`src/sv/ppht_pkg.sv`:
```
// ---------------------------------------------------------------------------
// ppht_pkg : shared types and constants for the path point hit tester
// Holds coordinate widths, outcode bits, controller states and the
// command/status structs between controller and datapath.
// ---------------------------------------------------------------------------
package ppht_pkg;

    localparam int COORD_BITS_DEF = 24;
    localparam int FRAC_BITS_DEF  = 8;
    localparam int WIDTH_BITS     = 23;

    localparam logic [3:0] OC_LEFT   = 4'h1;
    localparam logic [3:0] OC_RIGHT  = 4'h2;
    localparam logic [3:0] OC_BELOW  = 4'h4;
    localparam logic [3:0] OC_ABOVE  = 4'h8;

    localparam logic KIND_STRIP = 1'b0;
    localparam logic KIND_FAN   = 1'b1;

    typedef enum logic [2:0] {
        ST_IDLE,
        ST_VERT,
        ST_EDGE,
        ST_CLOSE,
        ST_RESULT
    } state_t;

    // controller -> datapath
    typedef struct packed {
        logic load;      // capture input item, update element setup
        logic vert;      // vertex/segment or fan edge test on prev -> cur
        logic close;     // closing fan edge cur -> start
        logic commit;    // update prev/start/count after vertex
        logic clear;     // clear per-element accumulators after result
    } cmd_t;

    // datapath -> controller
    typedef struct packed {
        logic last;
        logic fan_close; // closing edge test needed
    } sts_t;

endpackage

```
`src/sv/ppht_ctrl.sv`:
```
// ---------------------------------------------------------------------------
// ppht_ctrl : sequencer of the hit tester
// Steps one vertex through load, product stages, commit and result.
// ---------------------------------------------------------------------------
module ppht_ctrl (
    input  logic           aclk,
    input  logic           aresetn,
    input  logic           in_valid,
    output logic           in_ready,
    output logic           res_load,
    input  logic           res_free,
    output ppht_pkg::cmd_t cmd,
    input  ppht_pkg::sts_t sts
);
    import ppht_pkg::*;

    state_t state_reg, state_next;
    logic [1:0] cnt_reg, cnt_next;

    always_ff @(posedge aclk) begin
        if (!aresetn) begin
            state_reg <= ST_IDLE; cnt_reg <= '0;
        end else begin
            state_reg <= state_next; cnt_reg <= cnt_next;
        end
    end

    // next state: ST_EDGE waits for the product stages to drain before the commit
    always_comb begin
        state_next = state_reg;
        cnt_next   = cnt_reg;
        unique case (state_reg)
            ST_IDLE:   if (in_valid) state_next = ST_VERT;
            ST_VERT: begin
                state_next = ST_EDGE; cnt_next = 2'd0;
            end
            ST_EDGE: begin
                cnt_next = cnt_reg + 2'd1;
                if (cnt_reg == 2'd2) begin
                    if (!sts.last)          state_next = ST_IDLE;
                    else if (sts.fan_close) state_next = ST_CLOSE;
                    else                    state_next = ST_RESULT;
                    cnt_next = 2'd0;
                end
            end
            ST_CLOSE: begin
                cnt_next = cnt_reg + 2'd1;
                if (cnt_reg == 2'd2) begin
                    state_next = ST_RESULT; cnt_next = 2'd0;
                end
            end
            ST_RESULT: if (res_free) state_next = ST_IDLE;
            default:   state_next = ST_IDLE;
        endcase
    end

    // outputs
    always_comb begin
        cmd = '0;
        in_ready = 1'b0;
        res_load = 1'b0;
        unique case (state_reg)
            ST_IDLE:   begin in_ready = 1'b1; cmd.load = in_valid; end
            ST_VERT:   cmd.vert = 1'b1;
            ST_EDGE:   cmd.commit = cnt_reg == 2'd2;
            ST_CLOSE:  cmd.close = cnt_reg == 2'd0;
            ST_RESULT: begin res_load = res_free; cmd.clear = res_free; end
            default:   ;
        endcase
    end

endmodule

```
`config.mk`:
```
export PLATFORM = sky130hd
export DESIGN_NAME = ppht_ctrl
export DESIGN_NICKNAME = d
export VERILOG_FILES = /design/src/sv/ppht_pkg.sv /design/src/sv/ppht_ctrl.sv
export SDC_FILE = /design/constraint.sdc
export NUM_CORES = 1
export LEC_CHECK = 0
export BUFFER_PORTS_ARGS = -buffer_cell sky130_fd_sc_hd__buf_2
export CAP_MARGIN = 10
export CORE_AREA = 2 2 39 41
export CTS_BUF_LIST = sky130_fd_sc_hd__clkbuf_4
export DETAILED_ROUTE_END_ITERATION = 10
export DIE_AREA = 0 0 41 43
export SYNTH_ARGS = -nofsm -noshare
export SYNTH_HDL_FRONTEND = slang
export SYNTH_SLANG_ARGS = --single-unit
export TNS_END_PERCENT = 20
```
`constraint.sdc`:
```
create_clock -name aclk -period 1.9 [get_ports aclk]
set_clock_uncertainty 0.15 [all_clocks]
set_input_delay 0.57 -clock aclk [delete_from_list [all_inputs] [get_ports aclk]]
set_output_delay 0.57 -clock aclk [all_outputs]
set_load 0.03 [all_outputs]
```
# Word level (Yosys, flattened, before mapping)
# Cells that the tools add are included.
[word_totals]
register_bits = 5
inputBits = 6
out_inout_bits = 7
wordCells = 32
[classes]
n_addsub = 1
eq_ne = 9
mux = 15
reduce_logical = 5
[op_table]
columns = ["cell", "count"]
rows = [
  ["3-bit two-way mux", 6],
  ["3-bit case mux with 5 select lines", 1],
  ["2-bit inequality test, second input constant", 4],
  ["3-bit by 2-bit equality test with 1-bit output, second input constant", 2],
  ["1-bit two-way mux", 6],
  ["2-bit case mux with 2 select lines", 1],
  ["4-bit AND reduction", 1],
  ["3-bit by 1-bit equality test with 1-bit output, second input constant", 1],
  ["3-bit equality test, second input constant", 1],
  ["3-bit logical NOT", 1],
  ["2-bit by 1-bit adder with 2-bit output, second input constant", 1],
  ["2-bit equality test, second input constant", 1],
  ["2-bit logical NOT", 1],
  ["2-bit two-way mux", 1],
  ["2-bit nonzero test", 1],
  ["2-bit OR reduction", 1],
]

# Depth between registers and ports, before layout
# Gate-level depths: netlist of the first run.
[depth]
ltp_word = 4
mapped_depth = 4
depth_no_buf = 3

# Worst setup path before layout of the first run
# Ideal clock, no wire load.
[synth_timing]
path_type = "register to output"
start = "register state_reg[2]"
end = "output port cmd[4] in the netlist's numbering"
arrival_time_ns = 1.618
required_time_ns = 1.180
path_slack_ns = -0.438
stages_incl_launch_ff = 4
n_path_buf = 1
path_cell_list = "dfxtp_1 clkbuf_1 nor3_1 and2_1"
[synth_lines]
columns = ["element", "line_no", "source"]
rows = [
  ["start: declaration", "ppht_ctrl.sv:17", "state_t state_reg, state_next;"],
  ["start signal: assignment", "ppht_ctrl.sv:24", "state_reg <= state_next; cnt_reg <= cnt_next;"],
  ["end: declaration", "ppht_ctrl.sv:12", "output ppht_pkg::cmd_t cmd,"],
]

==> metrics.cfg, run 1 <==
[run_status]
outcome = completed

[yosys]
ys_seq_area_share_pct = 34.2
synth_warnings = 0
synthesis.area_um2 = 293
ys_types = 24
synthTopCellsByArea = dfxtp_1 (34%), a21boi_0 (5.1%), nand3b_1 (5.1%), o21a_1 (5.1%), and2_1 (4.3%)
synthCells = 35
syn_nets = 41
yosysTopAreaCell = dfxtp_1
synth_top_area_share_pct = 34.2
syn_avg_cell_area_um2 = 8.37
synth-seq-cells = 5

[drt]
viasPerCell = 4.86
wire_per_inst_um = 11.6
vias = 335
firstDrtPassIters = 4
final_antenna_net_count = 0
totalWireLength_um = 798
initialDrtViolationCount = 4
drc = 0

[setup_path]
r2r_cells = 5
startpoint = cnt_reg[1]
criticalPathCategory = flip-flop to output port
r2r-start = state_reg[1]
timing.critical_path.arrival_ns = 1.17
crit_end = cmd[2]
cp_max_fo = 6
r2r_slack_ns = 0.64
start_kind = flip-flop
endpoint_kind = output port
timing.rr.end = cnt_reg[0]
crit_required_ns = 1.18

[power]
vdd_drop_max_mv = 0.370
finalPower_uw = 348
p_per_area_nw_per_um2 = 674
leakage_uw = 0.000206

[worst_hold_path]
hold_class = flip-flop to flip-flop

[timing]
maxSlewHeadroom_pct = 84.5
fin_crit_ns = 1.89
hold_viol = 0
tightestPinTransition_ns = 0.232
clock.fmax_ghz = 0.529
post-route-period-util_pct = 99.5
setup_viol = 0
drv_slew = 0
rsz0062_at_grt = yes
hold_slack_ns = 0.391

[final_layout]
nets = 60
largest_reg_flops = 3
drive_above_1_share_pct = 62.3
final_cell_mix = buf_2 (7), buf_6 (7), dfxtp_2 (5), clkbuf_4 (4)
diodes = 0
syn2layout_area_growth_pct = 76.5
fill_cells = 138

[grt]
grt_pass1_wl_mm = 1.26
grt_use_total_pct = 11.1
grt-ovfl-total = 0
grt_pass1_vias = 294
grt_max_degree = 11
antenna_found_initial = 0

[place]
port_buffers = 12
hpwlAfterDp_um = 535
gp_congestion = 0.739

[floorplan]
start_util_pct = 21.2
rows = 14
die_x_um = 41
die_h_um = 43
ioPinCount = 13
core_region_area_um2 = 1380
die_area_um2 = 1760

[clock_tree]
clk_pin_slew_ns = 0.04
cts_inserted_buffers = 3
cts.sinks = 5
h-tree-depth = 1
cts_hold_buf = 0
root_buffer = clkbuf_4
insertion_delay_ns = 0.24
cts_buffer_depth = 2
cts_setup_buffers = 0
cts_tree = yes

[job]
maxCapViolCount = 0

==> report_power, final <==
part | total (µW) | switching [µW] | internal [µW] | leakage, µW
combinational | 86.4 | 43.1 | 43.3 | 0.000145
clock | 139 | 45.0 | 93.7 | 0.0000184
sequential | 123 | 10.5 | 112 | 0.0000430
==> logic make-up after synthesis <==
family | share of synthesized area [%]
AOI/OAI and AO/OA | 19.7
DFF | 34.2
and+or+nand+nor | 42.3
buffers and inverters | 3.85
==> worst min path at each step <==
stage                             from            to  slack, ns  cells past startpoint
after global placement      cnt_reg[1]    cnt_reg[1]       0.39                      2
after floorplan           state_reg[2]    cnt_reg[1]       0.36                      2
after global routing        cnt_reg[1]    cnt_reg[1]       0.45                      2
after detailed placement    cnt_reg[1]    cnt_reg[1]       0.41                      2
final                       cnt_reg[1]    cnt_reg[1]       0.39                      2
after CTS                 state_reg[0]  state_reg[0]       0.41                      2
==> layer usage <==
| metal | vias to the layer above | GRT usage (%) | routed length (µm) |
|---|---|---|---|
| li1 | 166 | - | - |
| met1 | 154 | 11.2 | 345 |
| met5 | - | 0 | 0 |
| met3 | 0 | 6.28 | 69 |
| met4 | 0 | 6.00 | 0 |
| met2 | 15 | 17.2 | 383 |
==> cell usage after synthesis <==
master,instances
nor4_1,1
nor3b_1,1
nand3b_1,2
nor2b_1,1
a21boi_0,2
nor4b_1,1
and3_1,1
nand2_2,1
nand4bb_1,1
o2111ai_1,1
a31oi_1,1
o21ai_0,1
or3_1,1
and2_1,2
clkbuf_1,1
nor2_1,3
nand2b_1,2
nand3_1,1
dfxtp_1,5
nor3_1,1
a211oi_1,1
buf_4,1
o21a_1,2
nand2_1,1
==> stage by stage <==
step                      setup slack [ns]  util [%]  TNS [ns]  area [µm²]  cells
final                               0.0103      37.3         0         517     69
after global routing               -0.0318      37.3   -0.0567         517     69
after CTS                         -0.00136      34.4  -0.00136         475     69
after detailed placement             0.168      29.1         0         403     65
after global placement               0.183      29.1         0         403     65
after floorplan                     -0.171         -    -0.259         304     35
==> worst max-delay path, cell delays in order, from the launching register on <==
cell     delay (ns)
dfxtp_2        0.35
nor4b_4        0.27
and2_4         0.18
buf_6          0.12
==> final cells by class <==
cell class | instances | area (µm²) | share of cell area, %
multi-input combinational | 28 | 231 | 44.8
sequential | 5 | 106 | 20.6
clock buffer | 4 | 30.0 | 5.81
tap | 16 | 20.0 | 3.87
timing repair buffer | 16 | 129 | 24.9
==> repair_timing <==
item | CTS | global route
endpoints found under the setup margin | 5 | 5
cloned | 0 | 0
pin swaps | 3 | 3
resized for setup | 13 | 12
Note: power is estimated with default switching activity, not from simulation.
==> run 2, diff against run 1 <==
Clock period 1.9 ns to 1.8 ns, I/O delays scaled along.
==> metrics.cfg, run 2 (synthesized netlist as in run 1, its figures left out) <==
[clock_tree]
h-tree-depth = 1
root_buffer = clkbuf_4
cts_buffer_depth = 2
insertion_delay_ns = 0.25
cts_tree = yes
cts_inserted_buffers = 3
cts.sinks = 5
clk_pin_slew_ns = 0.04

[timing]
tightestPinTransition_ns = 0.206
setup-tns-final_ns = -0.188
hold_viol = 0
fin_ws_ns = -0.0494
setup_viol = 5
clock.fmax_ghz = 0.541
maxSlewHeadroom_pct = 86.2
post-route-period-util_pct = 103
drv_slew = 0
fin_crit_ns = 1.85
rsz0062_at_grt = yes

[worst_hold_path]
holdPathEnd = cnt_reg[0]
hold_class = input pin to flip-flop
worstHoldStart = aresetn
hold_depth = 2

[drt]
viasPerCell = 4.60
firstDrtPassIters = 2
initialDrtViolationCount = 3
totalWireLength_um = 861
wire_per_inst_um = 11.8
vias = 336
drc = 0
final_antenna_net_count = 0

[final_layout]
diodes = 0
syn2layout_area_growth_pct = 91.5
layoutNonFillerInstCount = 73
final_cell_mix = buf_6 (7), buf_4 (7), buf_2 (6), clkbuf_4 (4), dfxtp_2 (3)
nets = 64
final_cell_area_um2 = 561
largest_reg_flops = 3
drive_above_1_share_pct = 64.9
utilization_pct = 40.5

[power]
finalPower_uw = 377
p_switching_uw = 108
vdd_drop_max_mv = 0.319
leakage_uw = 0.000229
combPwrFrac_pct = 26.7
intPower_uw = 269
swShare_pct = 28.7
seqPwrFrac_pct = 33.7
p_per_area_nw_per_um2 = 673
p_clk_share_pct = 39.6

[setup_path]
timing.critical_path.arrival_ns = 1.16
start_kind = flip-flop
r2r-start = cnt_reg[1]
crit_required_ns = 1.11
cp_max_fo = 2
timing.rr.end = state_reg[0]
endpoint_kind = output port
criticalPathCategory = flip-flop to output port
r2r_cells = 4
r2r_slack_ns = 0.50

[grt]
antenna_found_initial = 0
grt-ovfl-total = 0
grt_max_degree = 11
grt_pass1_wl_mm = 1.29
grt_pass1_vias = 308
grt_use_total_pct = 11.0

[place]
port_buffers = 12
place_area_um2 = 429
hpwlAfterDp_um = 599
placedCellCount = 67
gp_congestion = 0.846

[run_status]
violations = setup timing
outcome = finished, violations left

[job]
maxCapViolCount = 0

[floorplan]
die_h_um = 43
ioPinCount = 13
rows = 14
core_region_area_um2 = 1380
die_x_um = 41
die_area_um2 = 1760
start_util_pct = 21.2

==> run 2: changes by cell type in the layout (fill, tap and decap cells not counted), sizes merged <==
cell / delta
buf: +4
==> run 2: worst max path at each step <==
| stage | startpoint | end | slack [ns] | cells past startpoint |
|---|---|---|---|---|
| after floorplan | state_reg[2] | cmd[0] | -0.15 | 3 |
| after global placement | state_reg[0] | cmd[0] | 0.13 | 3 |
| after detailed placement | cnt_reg[0] | cmd[2] | 0.08 | 3 |
| after CTS | cnt_reg[0] | cmd[1] | -0.08 | 3 |
| after global routing | state_reg[2] | cmd[2] | -0.11 | 3 |
| final | state_reg[2] | cmd[2] | -0.05 | 3 |
==> run 2: power groups by stage <==
stage	Sequential [µW]	Clock (µW)	Combinational, µW
6_report	127	149	101
5_1_grt	128	160	108
4_1_cts	125	151	84.2
3_5_place_dp	127	0	79.7
3_3_place_gp	126	0	79.4
2_1_floorplan	130	0	41.6
==> run 2: per-layer routing <==
metal | global-route usage [%] | up-vias | routed length, µm
met5 | 0 | - | 0
met1 | 14.4 | 151 | 351
met3 | 6.28 | 2 | 59
li1 | - | 172 | -
met2 | 14.7 | 11 | 434
met4 | 4.00 | 0 | 16
==> run 2: through the flow <==
step	setup slack [ns]	hold slack [ns]
finish	-0.0494	0.405
global route	-0.114	0.410
CTS	-0.0789	0.404
detailed placement	0.0760	0.461
global placement	0.127	0.438
floorplan	-0.151	0.363
==> run 2: timing repair <==
| action | CTS | global route |
|---|---|---|
| pin swaps | 1 | 5 |
| resized for setup | 10 | 17 |
| endpoints found under the setup margin | 7 | 7 |
| hold endpoints to repair | 0 | 0 |
| setup buffers | 0 | 2 |
| hold buffers | 0 | 0 |
==> run 2: area by class of cell <==
class                      count  area (µm²)
multi-input combinational     28         238
fill                         148         823
clock buffer                   4        30.0
tap                           16        20.0
timing repair buffer          20         161
sequential                     5         111
==> run 2: worst max-delay path, cell delays in order (launching register included) <==
cell and delay, ns:
dfxtp_2 0.33, nor4b_4 0.28, and2_1 0.17, buf_6 0.13
==> run 3, diff against run 2 <==
Settings changed: ABC_AREA set to 1.
==> metrics.cfg, run 3 <==
[run_status]
outcome = completed

[power]
p_per_area_nw_per_um2 = 1770
p_switching_uw = 488
combPwrFrac_pct = 63.3
swShare_pct = 48.3
vdd_drop_max_mv = 0.521
p_clk_share_pct = 14.8
intPower_uw = 523
leakage_uw = 0.000299
seqPwrFrac_pct = 21.9

[clock_tree]
cts_inserted_buffers = 3
insertion_delay_ns = 0.25
cts_tree = yes
cts_buffer_depth = 2
clk_pin_slew_ns = 0.05
cts.sinks = 5
h-tree-depth = 1
cts_hold_buf = 0
root_buffer = clkbuf_4

[place]
port_buffers = 12
placedCellCount = 84
hpwlAfterDp_um = 623
post-place-ws_ns = 0.0519
gp_congestion = 0.713

[yosys]
synth-seq-cells = 5
synthTopCellsByArea = dfxtp_1 (30%), inv_1 (15%), nand3_2 (8.9%), nand2_1 (8.9%), nor2_1 (7.7%)
syn_nets = 61
yosysMostFrequentCell = inv_1
ys_types = 14
synth_edf_count = 0
ys_seq_area_share_pct = 29.5
synthesis.area_um2 = 339
syn_avg_cell_area_um2 = 6.17
yosysTopAreaCell = dfxtp_1
synth_common_cells = inv_1 (14), nand2_1 (8), nor2_1 (7)
synthCells = 55
synthArstFlopShare_pct = 0
ys.flop_type = dfxtp_1
synth_top_area_share_pct = 29.5
synth_warnings = 0

[drt]
wire_per_inst_um = 9.43
vias = 396
final_antenna_net_count = 0
firstDrtPassIters = 4
totalWireLength_um = 868
initialDrtViolationCount = 13
drc = 0
viasPerCell = 4.30

[timing]
setup_viol = 0
tightestPinTransition_ns = 0.217
post-route-period-util_pct = 99.9
rsz0062_at_grt = yes
clock.fmax_ghz = 0.556
fin_ws_ns = 0.00198
hold_slack_ns = 0.347
maxSlewHeadroom_pct = 85.5
fin_crit_ns = 1.80
setup-tns-final_ns = 0
hold_viol = 0
drv_slew = 0

[worst_hold_path]
hold_depth = 2
hold_class = flip-flop to flip-flop

[setup_path]
crit_required_ns = 1.11
endpoint_kind = output port
cp_max_fo = 5
r2r_cells = 7
start_kind = flip-flop
timing.critical_path.arrival_ns = 1.11
criticalPathCategory = flip-flop to output port

[floorplan]
rows = 14
die_x_um = 41
core_region_area_um2 = 1380
die_h_um = 43
start_util_pct = 24.5
die_area_um2 = 1760
ioPinCount = 13

[grt]
grt_max_degree = 7
antenna_found_initial = 0
grt_pass1_wl_mm = 1.35
grt-ovfl-total = 0
grt_use_total_pct = 11.1
grt_pass1_vias = 376

[final_layout]
largest_reg_flops = 3
syn2layout_area_growth_pct = 69.0
drive_above_1_share_pct = 52.6
diodes = 0
fill_cells = 150
nets = 83
final_cell_mix = inv_1 (11), buf_4 (9), nand2_1 (7), nor2_1 (5), buf_2 (5)
final_common_cell = inv_1
utilization_pct = 41.4
layoutNonFillerInstCount = 92

[job]
maxCapViolCount = 0

run 3: cell count changes after synthesis, moves of 3 or more:
cell / previous run / this run
nand3_1: 1 / 5
nand3_2: 0 / 3
nor2_1: 3 / 7
nand2_1: 1 / 8
a21oi_1: 0 / 3
inv_1: 0 / 14
run 3: worst paths after layout:
check / end / start / slack (ns)
max: res_load / state_reg[2] / 0.002
min: cnt_reg[1] / cnt_reg[0] / 0.35
max reg2reg: state_reg[2] / state_reg[2] / 0.45
min reg2reg: cnt_reg[1] / cnt_reg[0] / 0.35
run 3: layout make-up:
cell class | instances | area, µm² | area share [%]
repair buffers | 18 | 138 | 24.0
flip-flops and latches | 5 | 109 | 19.0
inverters | 15 | 58.8 | 10.3
multi-input cells | 34 | 218 | 38.0
clock buffers | 4 | 30.0 | 5.24
well taps | 16 | 20.0 | 3.49
run 3: layer usage:
| metal | vias up | track usage, % | part of all wire (%) |
|---|---|---|---|
| li1 | 210 | - | - |
| met1 | 173 | 12.2 | 45 |
| met2 | 13 | 18.1 | 49 |
| met3 | 0 | 3.14 | 5.9 |
| met4 | 0 | 6.00 | 0 |
| met5 | - | 0 | 0 |
run 3: repair_timing:
| action | 4_1_cts | 5_1_grt |
|---|---|---|
| pin swaps | 3 | 2 |
| resized for setup | 18 | 8 |
| setup endpoints to repair | 7 | 6 |
| hold endpoints to repair | 0 | 0 |
| buffers inserted | 3 | 1 |
run 3: kinds of logic (layout without fill, tap and decap cells):
kind of cell	count (synthesis)	after routing	share of synthesized area, %
DFF	5	5	29.5
and+or+nand+nor	27	27	39.9
AOI/OAI and AO/OA	7	7	11.8
buffers and inverters	16	37	18.8
run 3: per-stage QoR:
step	area [µm²]	power, µW
floorplan	359	567
global placement	447	697
detailed placement	447	703
CTS	547	951
global route	573	1100
finish	573	1010
run 3: worst max-delay path, cell delays in order, from the launching register on:
cell and delay (ns):
dfxtp_4 0.38, inv_4 0.06, nor4_4 0.22, buf_4 0.20
run 3: power by group through the flow:
stage | sequential (µW) | combinational, µW | clock [µW]
global route | 227 | 713 | 158
detailed placement | 202 | 501 | 0
finish | 221 | 640 | 150
floorplan | 199 | 368 | 0
global placement | 200 | 497 | 0
CTS | 220 | 580 | 152
